[src/sv/edig_pkg.sv]
// Package: shared widths, codes, state and command types of the DOF index generator.
package edig_pkg;

  localparam int ACTION_W    = 4;
  localparam int COORD_W     = 8;
  localparam int CFG_INDEX_W = 3;
  localparam int CFG_DATA_W  = 32;
  localparam int DOF_W       = 32;
  localparam int EXACT_W     = 48;
  localparam int COUNT_W     = 4;
  localparam int LOOP_W      = 3;

  typedef enum logic [ACTION_W-1:0] {
    ACT_NODE     = 4'd0,
    ACT_XEDGE    = 4'd1,
    ACT_YEDGE    = 4'd2,
    ACT_FACE     = 4'd3,
    ACT_FACE_G   = 4'd4,
    ACT_VELX     = 4'd5,
    ACT_VELY     = 4'd6,
    ACT_RHO      = 4'd7,
    ACT_THETA    = 4'd8,
    ACT_EXNER    = 4'd9,
    ACT_VELZ     = 4'd10,
    ACT_RHO_G    = 4'd11,
    ACT_THETA_G  = 4'd12,
    ACT_EXNER_G  = 4'd13,
    ACT_VELZ_G   = 4'd14,
    ACT_NONE     = 4'd15
  } action_t;

  typedef enum logic [CFG_INDEX_W-1:0] {
    REG_ORDER           = 3'd0,
    REG_ELEMS_PER_SIDE  = 3'd1,
    REG_LEVELS          = 3'd2,
    REG_LOCAL_EDGES     = 3'd3,
    REG_PROC_RANK       = 3'd4,
    REG_FACE_COUNT      = 3'd5,
    REG_PROC_DOF_STRIDE = 3'd6
  } reg_index_t;

  typedef enum logic [1:0] {
    ST_IDLE,
    ST_SETUP,
    ST_EMIT
  } state_t;

  // Setup sequence: one product or sum per cycle, in this order.
  typedef enum logic [3:0] {
    STEP_N,
    STEP_EYP,
    STEP_EXP,
    STEP_PP,
    STEP_EYE,
    STEP_GP,
    STEP_FACE0,
    STEP_FSQ,
    STEP_LLE,
    STEP_VLE,
    STEP_RF,
    STEP_RD,
    STEP_BASE,
    STEP_START
  } step_t;

  typedef struct packed {
    logic  load;
    logic  step_en;
    step_t step;
    logic  advance;
    logic  row_end;
  } cmd_t;

  typedef struct packed {
    logic [COUNT_W-1:0] rows;
    logic [COUNT_W-1:0] cols;
  } status_t;

endpackage

[src/sv/edig_if.sv]
// Interfaces: request, result and configuration write channels.
interface edig_req_if;
  import edig_pkg::*;
  logic               valid;
  logic               ready;
  logic [ACTION_W-1:0] action;
  logic [COORD_W-1:0]  elem_x;
  logic [COORD_W-1:0]  elem_y;
  logic [COORD_W-1:0]  level;
  modport source (output valid, action, elem_x, elem_y, level, input ready);
  modport sink   (input valid, action, elem_x, elem_y, level, output ready);
endinterface

interface edig_res_if;
  import edig_pkg::*;
  logic             valid;
  logic             ready;
  logic [DOF_W-1:0] dof_index;
  logic             overflow;
  logic             last;
  modport source (output valid, dof_index, overflow, last, input ready);
  modport sink   (input valid, dof_index, overflow, last, output ready);
endinterface

interface edig_cfg_if;
  import edig_pkg::*;
  logic                   valid;
  logic                   ready;
  logic [CFG_INDEX_W-1:0] index;
  logic [CFG_DATA_W-1:0]  data;
  modport source (output valid, index, data, input ready);
  modport sink   (input valid, index, data, output ready);
endinterface

[src/sv/edig_ctrl.sv]
// Controller: request sequencing, setup steps and row/column emission counters.
module edig_ctrl (
  input  logic              clk,
  input  logic              rst,
  input  logic              req_valid,
  output logic              req_ready,
  output logic              out_valid,
  input  logic              out_ready,
  output logic              out_last,
  input  edig_pkg::status_t status,
  output edig_pkg::cmd_t    cmd
);
  import edig_pkg::*;

  state_t             state, state_next;
  step_t              step, step_next;
  logic [LOOP_W-1:0]  row_count, row_count_next;
  logic [LOOP_W-1:0]  col_count, col_count_next;
  logic               col_end;
  logic               last;
  logic               empty;

  assign col_end = ({1'b0, col_count} == status.cols - COUNT_W'(1));
  assign last    = col_end && ({1'b0, row_count} == status.rows - COUNT_W'(1));
  assign empty   = (status.rows == '0) || (status.cols == '0);

  always_comb begin
    state_next = state;
    case (state)
      ST_IDLE: begin
        if (req_valid) state_next = ST_SETUP;
      end
      ST_SETUP: begin
        if (step == STEP_START) state_next = empty ? ST_IDLE : ST_EMIT;
      end
      ST_EMIT: begin
        if (out_ready && last) state_next = ST_IDLE;
      end
      default: state_next = ST_IDLE;
    endcase
  end

  always_comb begin
    req_ready   = 1'b0;
    out_valid   = 1'b0;
    cmd.load    = 1'b0;
    cmd.step_en = 1'b0;
    cmd.step    = step;
    cmd.advance = 1'b0;
    cmd.row_end = col_end;
    case (state)
      ST_IDLE: begin
        req_ready = 1'b1;
        cmd.load  = req_valid;
      end
      ST_SETUP: begin
        cmd.step_en = 1'b1;
      end
      ST_EMIT: begin
        out_valid   = 1'b1;
        cmd.advance = out_ready && !last;
      end
      default: ;
    endcase
  end

  assign out_last = last;

  always_comb begin
    step_next      = step;
    row_count_next = row_count;
    col_count_next = col_count;
    if (state == ST_SETUP && step != STEP_START) begin
      step_next = step_t'(4'(step) + 4'd1);
    end else if (state != ST_SETUP) begin
      step_next = STEP_N;
    end
    if (cmd.advance) begin
      if (col_end) begin
        col_count_next = '0;
        row_count_next = row_count + LOOP_W'(1);
      end else begin
        col_count_next = col_count + LOOP_W'(1);
      end
    end else if (state != ST_EMIT) begin
      // clear between requests
      row_count_next = '0;
      col_count_next = '0;
    end
  end

  always_ff @(posedge clk) begin
    if (rst) begin
      state     <= ST_IDLE;
      step      <= STEP_N;
      row_count <= '0;
      col_count <= '0;
    end else begin
      state     <= state_next;
      step      <= step_next;
      row_count <= row_count_next;
      col_count <= col_count_next;
    end
  end

endmodule

[src/sv/edig_datapath.sv]
// Datapath: configuration registers, request hold, shared multiplier and index accumulator.
module edig_datapath #(
  parameter int INDEX_WIDTH = 32
) (
  input  logic                             clk,
  input  logic                             rst,
  input  logic                             cfg_we,
  input  logic [edig_pkg::CFG_INDEX_W-1:0] cfg_index,
  input  logic [edig_pkg::CFG_DATA_W-1:0]  cfg_data,
  input  logic [edig_pkg::ACTION_W-1:0]    req_action,
  input  logic [edig_pkg::COORD_W-1:0]     req_elem_x,
  input  logic [edig_pkg::COORD_W-1:0]     req_elem_y,
  input  logic [edig_pkg::COORD_W-1:0]     req_level,
  input  edig_pkg::cmd_t                   cmd,
  output edig_pkg::status_t                status,
  output logic [edig_pkg::DOF_W-1:0]       dof_index,
  output logic                             overflow
);
  import edig_pkg::*;

  localparam int MUL_A_W = 11;
  localparam int MUL_B_W = 32;
  localparam int PROD_W  = MUL_A_W + MUL_B_W;

  // configuration
  logic [2:0]  order;
  logic [7:0]  elems_per_side;
  logic [7:0]  levels;
  logic [23:0] local_edges;
  logic [9:0]  proc_rank;
  logic [23:0] face_count;
  logic [31:0] proc_dof_stride;

  // held request
  action_t             act;
  logic [COORD_W-1:0]  ex, ey, lev;

  // setup results
  logic [10:0] n, eyp, exp_r;
  logic [5:0]  pp;
  logic [15:0] eye;
  logic [21:0] gp, face0;
  logic [31:0] fsq, lle, vle;
  logic [33:0] rf;
  logic [41:0] rd;
  logic [EXACT_W-1:0] base_index;
  logic [EXACT_W-1:0] cur, row_start;

  logic               grid, isx, isy, var_kind, global_var, face_kind;
  logic [1:0]         comp;
  logic [9:0]         fstride;
  logic [10:0]        gstride;
  logic [MUL_A_W-1:0] mul_a;
  logic [MUL_B_W-1:0] mul_b;
  logic [PROD_W-1:0]  prod;
  logic [22:0]        v0;
  logic [23:0]        scaled;
  logic [EXACT_W-1:0] step_col, step_row, start, row_next;

  always_ff @(posedge clk) begin
    if (rst) begin
      order           <= 3'd3;
      elems_per_side  <= 8'd4;
      levels          <= 8'd8;
      local_edges     <= 24'd1;
      proc_rank       <= '0;
      face_count      <= '0;
      proc_dof_stride <= '0;
    end else if (cfg_we) begin
      case (reg_index_t'(cfg_index))
        REG_ORDER:           order           <= cfg_data[2:0];
        REG_ELEMS_PER_SIDE:  elems_per_side  <= cfg_data[7:0];
        REG_LEVELS:          levels          <= cfg_data[7:0];
        REG_LOCAL_EDGES:     local_edges     <= cfg_data[23:0];
        REG_PROC_RANK:       proc_rank       <= cfg_data[9:0];
        REG_FACE_COUNT:      face_count      <= cfg_data[23:0];
        REG_PROC_DOF_STRIDE: proc_dof_stride <= cfg_data;
        default: ;
      endcase
    end
  end

  always_ff @(posedge clk) begin
    if (cmd.load) begin
      act <= action_t'(req_action);
      ex  <= req_elem_x;
      ey  <= req_elem_y;
      lev <= req_level;
    end
  end

  // kind decode
  always_comb begin
    grid       = act inside {ACT_NODE, ACT_XEDGE, ACT_YEDGE, ACT_VELX, ACT_VELY};
    isx        = act inside {ACT_XEDGE, ACT_VELX};
    isy        = act inside {ACT_YEDGE, ACT_VELY};
    var_kind   = act inside {[ACT_RHO:ACT_VELZ_G]};
    global_var = act inside {[ACT_RHO_G:ACT_VELZ_G]};
    face_kind  = act inside {ACT_FACE, ACT_FACE_G} || var_kind;
    comp       = 2'(4'(act) - 4'(ACT_RHO));
    // level stride saturates at zero when there are no levels
    if (!var_kind)         fstride = 10'd1;
    else if (levels == '0) fstride = '0;
    else                   fstride = 10'({levels, 2'b00}) - 10'd1;
    gstride = isy ? n : n + 11'd1;
  end

  always_comb begin
    status.rows = '0;
    status.cols = '0;
    if (grid) begin
      status.rows = isx ? COUNT_W'(order) : COUNT_W'(order) + COUNT_W'(1);
      status.cols = isy ? COUNT_W'(order) : COUNT_W'(order) + COUNT_W'(1);
    end else if (face_kind) begin
      status.rows = COUNT_W'(order);
      status.cols = COUNT_W'(order);
    end
  end

  // shared multiplier operand select
  always_comb begin
    mul_a = '0;
    mul_b = '0;
    case (cmd.step)
      STEP_N:     begin mul_a = MUL_A_W'(order);      mul_b = MUL_B_W'(elems_per_side); end
      STEP_EYP:   begin mul_a = MUL_A_W'(order);      mul_b = MUL_B_W'(ey); end
      STEP_EXP:   begin mul_a = MUL_A_W'(order);      mul_b = MUL_B_W'(ex); end
      STEP_PP:    begin mul_a = MUL_A_W'(order);      mul_b = MUL_B_W'(order); end
      STEP_EYE:   begin mul_a = MUL_A_W'(ey);         mul_b = MUL_B_W'(elems_per_side); end
      STEP_GP:    begin mul_a = eyp;                  mul_b = MUL_B_W'(gstride); end
      STEP_FACE0: begin
        mul_a = MUL_A_W'(pp);
        mul_b = MUL_B_W'(17'(eye) + 17'(ex));
      end
      STEP_FSQ:   begin mul_a = MUL_A_W'(fstride);    mul_b = MUL_B_W'(face0); end
      STEP_LLE:   begin mul_a = MUL_A_W'(lev);        mul_b = MUL_B_W'(local_edges); end
      STEP_VLE:   begin mul_a = MUL_A_W'(levels);     mul_b = MUL_B_W'(local_edges); end
      STEP_RF:    begin mul_a = MUL_A_W'(proc_rank);  mul_b = MUL_B_W'(face_count); end
      STEP_RD:    begin mul_a = MUL_A_W'(proc_rank);  mul_b = proc_dof_stride; end
      default: ;
    endcase
  end

  assign prod = PROD_W'(mul_a) * PROD_W'(mul_b);

  // grid kinds: scaled index steps by one or two per column, by the scaled stride per row
  always_comb begin
    v0     = 23'(gp) + 23'(exp_r);
    scaled = (act == ACT_NODE) ? 24'(v0) : {v0, isy};
    start  = base_index + (grid ? EXACT_W'(scaled) : EXACT_W'(fsq));
    if (grid) begin
      step_col = (act == ACT_NODE) ? EXACT_W'(1) : EXACT_W'(2);
      step_row = (act == ACT_NODE) ? EXACT_W'(gstride) : EXACT_W'({gstride, 1'b0});
    end else begin
      step_col = EXACT_W'(fstride);
      step_row = EXACT_W'(fstride);
    end
    row_next = row_start + step_row;
  end

  always_ff @(posedge clk) begin
    if (cmd.step_en) begin
      case (cmd.step)
        STEP_N:     n     <= prod[10:0];
        STEP_EYP:   eyp   <= prod[10:0];
        STEP_EXP:   exp_r <= prod[10:0];
        STEP_PP:    pp    <= prod[5:0];
        STEP_EYE:   eye   <= prod[15:0];
        STEP_GP:    gp    <= prod[21:0];
        STEP_FACE0: face0 <= prod[21:0];
        STEP_FSQ:   fsq   <= prod[31:0];
        STEP_LLE:   lle   <= prod[31:0];
        STEP_VLE:   vle   <= prod[31:0];
        STEP_RF:    rf    <= prod[33:0];
        STEP_RD:    rd    <= prod[41:0];
        STEP_BASE: begin
          if (grid)
            base_index <= (act == ACT_VELX || act == ACT_VELY) ? EXACT_W'(lle) : '0;
          else if (act == ACT_FACE_G)
            base_index <= EXACT_W'(rf);
          else if (var_kind)
            base_index <= EXACT_W'(vle) + EXACT_W'({lev, comp})
                          + (global_var ? EXACT_W'(rd) : '0);
          else
            base_index <= '0;
        end
        STEP_START: begin
          cur       <= start;
          row_start <= start;
        end
        default: ;
      endcase
    end else if (cmd.advance) begin
      if (cmd.row_end && grid) begin
        row_start <= row_next;
        cur       <= row_next;
      end else begin
        cur <= cur + step_col;
      end
    end
  end

  generate
    if (INDEX_WIDTH >= DOF_W) begin : g_dof_full
      assign dof_index = cur[DOF_W-1:0];
    end else begin : g_dof_narrow
      assign dof_index = DOF_W'(cur[INDEX_WIDTH-1:0]);
    end
    if (INDEX_WIDTH >= EXACT_W) begin : g_ovf_none
      assign overflow = 1'b0;
    end else begin : g_ovf
      assign overflow = |cur[EXACT_W-1:INDEX_WIDTH];
    end
  endgenerate

endmodule

[src/sv/element_dof_index_generator_top.sv]
// Top level: element degree-of-freedom index generator.
//
// Usage: one request item on req (action, elem_x, elem_y, level) produces the
// element's DOF indices on res, in row-major order, with last set on the final
// one. res.overflow flags an exact index that did not fit INDEX_WIDTH bits.
// Kind 15, and every kind but node at order zero, produce no results.
// cfg writes a register (index 0 order .. 6 proc_dof_stride) when cfg.valid is high;
// write only while no request is in flight. cfg.ready is always high.
// Sequence: req is taken in the idle state, then the setup steps run the base
// products through one shared 11x32 multiplier, one product per cycle, then
// one index per cycle leaves while res.ready is high: up to (order+1)^2 = 64
// results per request. The next request is taken only once the final result
// has been taken. A stall on res holds the current index; nothing is lost or
// repeated. Reset (rst, synchronous) returns the sequencer to idle and loads
// the register defaults: order 3, elems_per_side 4, levels 8, local_edges 1.
module element_dof_index_generator_top #(
  parameter int INDEX_WIDTH = 32
) (
  input logic        clk,
  input logic        rst,
  edig_req_if.sink   req,
  edig_res_if.source res,
  edig_cfg_if.sink   cfg
);
  import edig_pkg::*;

  cmd_t    cmd;
  status_t status;

  assign cfg.ready = 1'b1;

  edig_ctrl u_ctrl (
    .clk       (clk),
    .rst       (rst),
    .req_valid (req.valid),
    .req_ready (req.ready),
    .out_valid (res.valid),
    .out_ready (res.ready),
    .out_last  (res.last),
    .status    (status),
    .cmd       (cmd)
  );

  edig_datapath #(
    .INDEX_WIDTH (INDEX_WIDTH)
  ) u_datapath (
    .clk        (clk),
    .rst        (rst),
    .cfg_we     (cfg.valid),
    .cfg_index  (cfg.index),
    .cfg_data   (cfg.data),
    .req_action (req.action),
    .req_elem_x (req.elem_x),
    .req_elem_y (req.elem_y),
    .req_level  (req.level),
    .cmd        (cmd),
    .status     (status),
    .dof_index  (res.dof_index),
    .overflow   (res.overflow)
  );

endmodule
[src/flat_wrapper.sv]
// flat-port wrapper written by rule: the top's interface ports become plain ports
module element_dof_index_generator_top_flat import edig_pkg::*;
#(
  parameter int INDEX_WIDTH = 32
)
  (clk, rst, req_valid, req_action, req_elem_x, req_elem_y, req_level, req_ready, res_valid, res_dof_index, res_overflow, res_last, res_ready, cfg_valid, cfg_index, cfg_data, cfg_ready);
  edig_req_if req_i ();
  edig_res_if res_i ();
  edig_cfg_if cfg_i ();
  input logic clk;
  input logic rst;
  input wire logic [$bits(req_i.valid)-1:0] req_valid;
  input wire logic [$bits(req_i.action)-1:0] req_action;
  input wire logic [$bits(req_i.elem_x)-1:0] req_elem_x;
  input wire logic [$bits(req_i.elem_y)-1:0] req_elem_y;
  input wire logic [$bits(req_i.level)-1:0] req_level;
  output wire logic [$bits(req_i.ready)-1:0] req_ready;
  output wire logic [$bits(res_i.valid)-1:0] res_valid;
  output wire logic [$bits(res_i.dof_index)-1:0] res_dof_index;
  output wire logic [$bits(res_i.overflow)-1:0] res_overflow;
  output wire logic [$bits(res_i.last)-1:0] res_last;
  input wire logic [$bits(res_i.ready)-1:0] res_ready;
  input wire logic [$bits(cfg_i.valid)-1:0] cfg_valid;
  input wire logic [$bits(cfg_i.index)-1:0] cfg_index;
  input wire logic [$bits(cfg_i.data)-1:0] cfg_data;
  output wire logic [$bits(cfg_i.ready)-1:0] cfg_ready;
  assign req_i.valid = req_valid;
  assign req_i.action = req_action;
  assign req_i.elem_x = req_elem_x;
  assign req_i.elem_y = req_elem_y;
  assign req_i.level = req_level;
  assign req_ready = req_i.ready;
  assign res_valid = res_i.valid;
  assign res_dof_index = res_i.dof_index;
  assign res_overflow = res_i.overflow;
  assign res_last = res_i.last;
  assign res_i.ready = res_ready;
  assign cfg_i.valid = cfg_valid;
  assign cfg_i.index = cfg_index;
  assign cfg_i.data = cfg_data;
  assign cfg_ready = cfg_i.ready;
  element_dof_index_generator_top #(.INDEX_WIDTH(INDEX_WIDTH)) u_core (.clk(clk), .rst(rst), .req(req_i), .res(res_i), .cfg(cfg_i));
endmodule
[config.mk]
export PLATFORM = sky130hd
export DESIGN_NAME = element_dof_index_generator_top_flat
export DESIGN_NICKNAME = d
export VERILOG_FILES = /design/src/sv/edig_pkg.sv /design/src/sv/edig_if.sv /design/src/sv/edig_ctrl.sv /design/src/sv/edig_datapath.sv /design/src/sv/element_dof_index_generator_top.sv /design/src/flat_wrapper.sv
export SDC_FILE = /design/constraint.sdc
export NUM_CORES = 2
export LEC_CHECK = 0
export ABC_AREA = 0
export BUFFER_PORTS_ARGS = -buffer_cell sky130_fd_sc_hd__buf_2
export CAP_MARGIN = 0
export CORE_UTILIZATION = 45
export CTS_CLUSTER_DIAMETER = 40
export DETAILED_ROUTE_END_ITERATION = 12
export GPL_TIMING_DRIVEN = 0
export PLACE_DENSITY = 0.67
export SLEW_MARGIN = 20
export SYNTH_ARGS = -nofsm -noshare
export SYNTH_HDL_FRONTEND = slang
export SYNTH_SLANG_ARGS = --single-unit
[constraint.sdc]
create_clock -name clk -period 17.07 [get_ports clk]
set_input_delay 1.707 -clock clk [delete_from_list [all_inputs] [get_ports clk]]
set_output_delay 1.707 -clock clk [all_outputs]
set_load 0.03 [all_outputs]
### After elaboration in Yosys (flattened, before gate mapping)

Cells that the tools add are included.

* bits in registers: 564
* output and inout port bits: 37
* word-level logic and storage cells: 186

* add/sub/neg operators: 16
* multipliers: 1
* magnitude comparators: 3
* equal/unequal tests: 37
* multiplexer cells: 44
* reductions and logical operators: 55

Operators by type and width (number)
* $mux 48: 7
* $pmux 32 s10: 1
* $mux 43: 3
* $add 48x48->48: 2
* $pmux 11 s8: 1
* $mux 32: 2
* $add 48x32->48: 1
* $reduce_and 2->1: 22
* $add 33x42->43: 1
* $mul 11x32->42: 1
* $mux 42: 1
* $add 32x10->33: 1
* $mux 10: 3
* $eq 4x3->1 const B: 7
* $eq 4x4->1 const B: 6
* $mux 12: 2
* $mux 24: 1
* $add 22x11->23: 1
* $add 16x8->17: 1
* $eq 4x2->1 const B: 4
* $logic_not 4->1: 4
* $mux 4: 4
* $reduce_or 16->1: 1
* $mux 3: 5
* other kinds (37): 74

### Logic depth before layout (Yosys ltp)

* depth in word-level cells: 13
* mapped depth: 31
* gate-level depth less buffers: 30

### By module

A second synthesis with hierarchy kept.

* cell total of the unflattened synthesis: 4204
* area total of the unflattened synthesis: 40981.8 um^2

By module, submodules not included
* edig_datapath: instances 1, cells each 4100, area each 40142.2 um^2
* edig_ctrl: instances 1, cells each 102, area each 828.3 um^2
* element_dof_index_generator_top: instances 1, cells each 2, area each 11.3 um^2

### Worst setup path after synthesis

No wires, ideal clock.

* path type: register -> register
* start point: reg u_core.u_datapath.ex[0]
* end point: reg u_core.u_datapath.rd[41] (data pin)
* setup time: 0.260 ns
* arrival: 7.441 ns
* slack: 9.369 ns
* stages on the path, launching flop included: 29
* clock period less this slack: 7.701 ns
* path through: edfxtp_1 ha_1 inv_1 fa_1 nor2b_1 o21ai_0 a21oi_1 o21ai_0 a21oi_1 mux2i_1 nor2_1 a2111oi_0 nor2_1 fa_1 fa_1 fa_1 fa_1 inv_1 fa_1 inv_1 ha_1 a21oi_1 o21ai_0 a2111oi_0 o21ai_0 a31o_2 a211o_1 a21oi_1 xnor2_1

* longest elaborated chain between the ends: 3

RTL lines
* from (decl): RTL line edig_datapath.sv:36 `logic [COORD_W-1:0] ex, ey, lev;`
* from (signal assigned): RTL line edig_datapath.sv:86 `ex <= req_elem_x;`
* $add 16x8->17: RTL line edig_datapath.sv:133 `mul_b = MUL_B_W'(17'(eye) + 17'(ex));`
* $pmux 32 s10 *: RTL line edig_datapath.sv:124 `case (cmd.step)`
* $mul 11x32->42 *: RTL line edig_datapath.sv:144 `assign prod = PROD_W'(mul_a) * PROD_W'(mul_b);`
* via u_core.u_datapath.prod[41]: RTL line edig_datapath.sv:55 `logic [PROD_W-1:0] prod;`
* to (signal assigned): RTL line edig_datapath.sv:175 `STEP_RD: rd <= prod[41:0];`
* to (decl): RTL line edig_datapath.sv:45 `logic [41:0] rd;`

The timed path passes the listed nets; every way through them passes the cells marked *.
A chain may end at the register's enable or synchronous reset.

### Final worst setup path

* start point: reg u_core.u_datapath.act[0]
* end point: reg u_core.u_datapath.rf[21] (data pin)

* longest elaborated chain between the ends: 5
* elaborated cells on any way between the ends: 11

RTL lines
* from (decl): RTL line edig_datapath.sv:35 `action_t act;`
* from (signal assigned): RTL line edig_datapath.sv:85 `act <= action_t'(req_action);`
* $ge 4x3->1, or another cell as far along: RTL line edig_datapath.sv:97 `var_kind = act inside {[ACT_RHO:ACT_VELZ_G]};`
* $logic_and 1x1->1 / $reduce_bool 2->1 (equally long branches): RTL line edig_datapath.sv:97, edig_datapath.sv:96
* $mux 10 / $mux 11 (equally long branches): RTL line edig_datapath.sv:102, edig_datapath.sv:105
* $pmux 11 s8 / $pmux 32 s10 (equally long branches): RTL line edig_datapath.sv:124
* $mul 11x32->42 *: RTL line edig_datapath.sv:144
* via u_core.u_datapath.prod[21]: RTL line edig_datapath.sv:55
* to (signal assigned): RTL line edig_datapath.sv:174 `STEP_RF: rf <= prod[33:0];`
* to (decl): RTL line edig_datapath.sv:44 `logic [33:0] rf;`

Marked as above.

==> metrics.txt <==
initial antenna violation count=8; # Post-CTS Setup Buffers=0; Die ar.=92,000 µm²; clock share of power=0.441; worst reg-to-reg path cell count=26; Detail Placement HPWL=96,700 µm; Yosys cell types=95; VDD IR-drop max=0.0000834 V; Nets=roughly 5k; Sink Count=~560; I/O Pins=105; starting density of the core=0.454; Iter 0 DRT Violations=3,199; crit end category=flop; Final Wtd Congestion=0.983; Clock Tree Buf Depth=3; Final Worst Setup Slack=6.62 ns; Worst Hold Launch=u_core.u_datapath.proc_dof_stride[27]; Slew HR=0.188; r2r endpoint=u_core.u_datapath.rf[21]; setup TNS=0 ns; WL/cell=21.7 µm; skew final=~0.032 ns; PortBufs=roughly 100; DRC=0; placed cell count=5,451; Gate power share=0.149; row count=110; largest net degree at the start of global routing=35; Hold Vio Cnt, Final=0; share of Yosys cell area claimed by the top area cell type=0.322; Syn Inst Count=roughly 4.1k; worst hold path class=flop to flop; synthesized flop and latch total=559; status=complete, no violations; root buffer cell=clkbuf_16; Worst path max stage delay=0.95 ns; H-tree depth=3; CP max stage cell=xor2_1; fin crit period=10.45 ns; Main synth FF type=edfxtp_1; Worst Hold End=u_core.u_datapath.proc_dof_stride[27]; DRT Pass-1 Iters=8; register area share after synthesis=0.381; top cells by area, synth=edfxtp_1 (32%), fa_1 (14%), ha_1 (6.8%); Reg clk slew, reported paths=0.06 ns; Internal Power=2670 µW; total power=about 3700 µW; CTS tree=yes; TritonCTS buffer count=81; DR vias/cell=5.76; latest clock arrival within the worst-skew pair=0.64 ns; Routed Antenna Nets=0; max-cap viol count=0; Yosys Warn Count=0; setup violators final=0; switching power=1040 µW; final wirelength=122,000 µm; worst-margin pin slew=1.22 ns; Arr. time, crit path=10.69 ns; first-pass GRT wire length=~190,000 µm; Remaining Overflow, GRT=0; Crit Path Category=flop to flop; Mapped Avg Cell Area=9.85 µm²; Die Ht=303 µm; post-synthesis async set-or-reset flop share=0; static leakage=between 0.015 and 0.02 µW; RSZ-0062 raised after global routing=no; Cell Area, Synth=40,900 µm²; Hold Path Depth=2; Finished Layout Cells=5,605; fin crit share=0.612; core area=90,000 µm²; PwrDens=between 80 and 90 nW/µm²; Crit path top cell by count=fa_1; Post-synth EDFFs=438; Die Span X=303 µm; r2r setup slk=6.62 ns; vias in the first global route=31.7k; pre-CTS setup slack=6.94 ns; area leader, netlist=edfxtp_1; crit start category=flop; Max Fclk=0.0957 GHz; Switching Share=0.280; area grow syn2layout=12.6%; Max FO, Critical Path=10; CP required=17.31 ns; Via Count=about 32k; share of cells above drive strength 1=0.0843; Reg power frac=0.410; overall routing resource usage=0.267; cts hold-fix bufs=0; Crit Reg-Reg Startpoint=u_core.u_datapath.act[0]; PostCTS Resize Cnt=0; max-slew violations=0
## placed cells by master (no fill, tap or decap), drive strengths merged, types with 17 or more instances in the layout
cell    count
nor3       39
clkbuf    246
ha        221
o21ai     159
xnor2     126
a211oi     33
a22oi      46
a221oi     43
fa        284
o21bai     20
clkinv     28
dfxtp     121
a21o       68
o21a       24
mux2i      32
a222oi     23
nor2      314
a31oi      17
a21oi     275
and2      107
nand3      79
and3       50
nand2b     21
nand4      40
edfxtp    438
nand2     637
nor2b      32
xor2      125
inv       332
o211ai     19
buf       174
## cell usage after synthesis, types with 8 or more instances
cell type  count
and4_1        10
a22o_1        13
a222oi_1      23
xor2_1       125
nand3_1       78
a31oi_1       17
a21oi_1      273
or2_2          9
a211oi_1      30
o22ai_1        8
o21bai_1      20
nor2_1       313
a21o_1        68
o21ai_0      156
or3_1         16
buf_1         13
edfxtp_1     438
clkbuf_1     151
ha_1         221
nor4_1        14
a211o_1       11
nor2b_1       32
nand2_1      637
and3_1        47
inv_1        320
o31ai_1        8
o21a_1        24
a21boi_0       9
nor3_1        39
buf_4         35
a221oi_1      43
nor3b_1       14
dfxtp_1      121
o211ai_1      19
mux2i_1       32
and2_1       104
a22oi_1       46
nand2b_1      20
a221o_1       10
nand4_1       38
xnor2_1      125
nand3b_1       8
fa_1         284
## how the worst max path moves through the flow
stage	startpoint	end	slack (ns)	depth (start not counted)
2_1_floorplan	u_core.u_datapath.ex[0]	u_core.u_datapath.rd[41]	9.37	28
3_3_place_gp	u_core.u_datapath.act[0]	u_core.u_datapath.row_start[45]	6.68	12
3_5_place_dp	u_core.u_datapath.act[0]	u_core.u_datapath.gp[21]	6.94	26
4_1_cts	u_core.u_datapath.act[0]	u_core.u_datapath.rf[21]	6.89	26
5_1_grt	u_core.u_datapath.act[0]	u_core.u_datapath.rf[21]	6.24	26
6_report	u_core.u_datapath.act[0]	u_core.u_datapath.rf[21]	6.62	26
## routing by layer
metal | wire length, µm | part of all wire | up-vias | track usage
li1 | - | - | 14900 | -
met3 | 10900 | 0.089 | 252 | 0.0567
met4 | 4990 | 0.041 | 4 | 0.104
met5 | 27 | 0.00022 | - | 0
met1 | 50700 | 0.42 | 15800 | 0.353
met2 | 55100 | 0.45 | 1337 | 0.427
## stage by stage
step	area [µm²]	hold WS [ns]	util
final	46000	0.450	0.511
after global routing	46000	0.473	0.511
after CTS	46000	0.452	0.511
after detailed placement	43300	0.446	0.481
after global placement	42900	0.442	0.476
after floorplan	40900	0.432	-
## power by group through the flow
stage / sequential [µW] / combinational [µW] / clock, µW
after floorplan: 1540 / 370 / 0
after global placement: 1550 / 529 / 0
after detailed placement: 1550 / 540 / 0
after CTS: 1520 / 544 / 1650
after global routing: 1520 / 605 / 1710
final: 1520 / 554 / 1640
## final cells by class
class	count	area (µm²)
fill	8202	44000
multi-input combinational	3067	23300
sequential	559	15600
clock buffer	92	2140
tap	1176	1470
inverter	320	1200
buffer	210	972
timing repair buffer	119	768
clock inverter	57	527
antenna	5	12.5
## logic make-up (layout without fill, tap and decap cells)
group | Yosys count | in the layout | share of synthesized area
XOR/XNOR | 251 | 251 | 0.0540
buffers and inverters | 530 | 798 | 0.0532
AND/OR/NAND/NOR | 1406 | 1406 | 0.157
AO/OA/AOI/OAI | 856 | 856 | 0.138
multiplexers | 39 | 39 | 0.00977
flip-flops | 559 | 559 | 0.381
adder cells (fa/ha/maj) | 505 | 505 | 0.207
other | 2 | 15 | 0.000184
## sequential cells by signal, indices dropped and copies added (netlist names), 22 cells and up
signal,flops
u_core.u_datapath.face_count,24
u_core.u_datapath.gp,22
u_core.u_datapath.face0,22
u_core.u_datapath.rf,34
u_core.u_datapath.vle,32
u_core.u_datapath.cur,48
u_core.u_datapath.lle,32
u_core.u_datapath.rd,42
u_core.u_datapath.proc_dof_stride,32
u_core.u_datapath.row_start,48
u_core.u_datapath.base_index,43
u_core.u_datapath.local_edges,24
u_core.u_datapath.fsq,32
## worst max-delay path: cells and delay by family (launching register included)
family / cells / cell delay (ns)
flip-flops: 1 / 0.42
AND/OR/NAND/NOR: 6 / 1.73
XOR/XNOR: 1 / 0.95
AO/OA/AOI/OAI: 6 / 2.64
adder cells (fa/ha/maj): 7 / 3.15
buffers and inverters: 6 / 1.13
(Power assumes the default switching activity.)
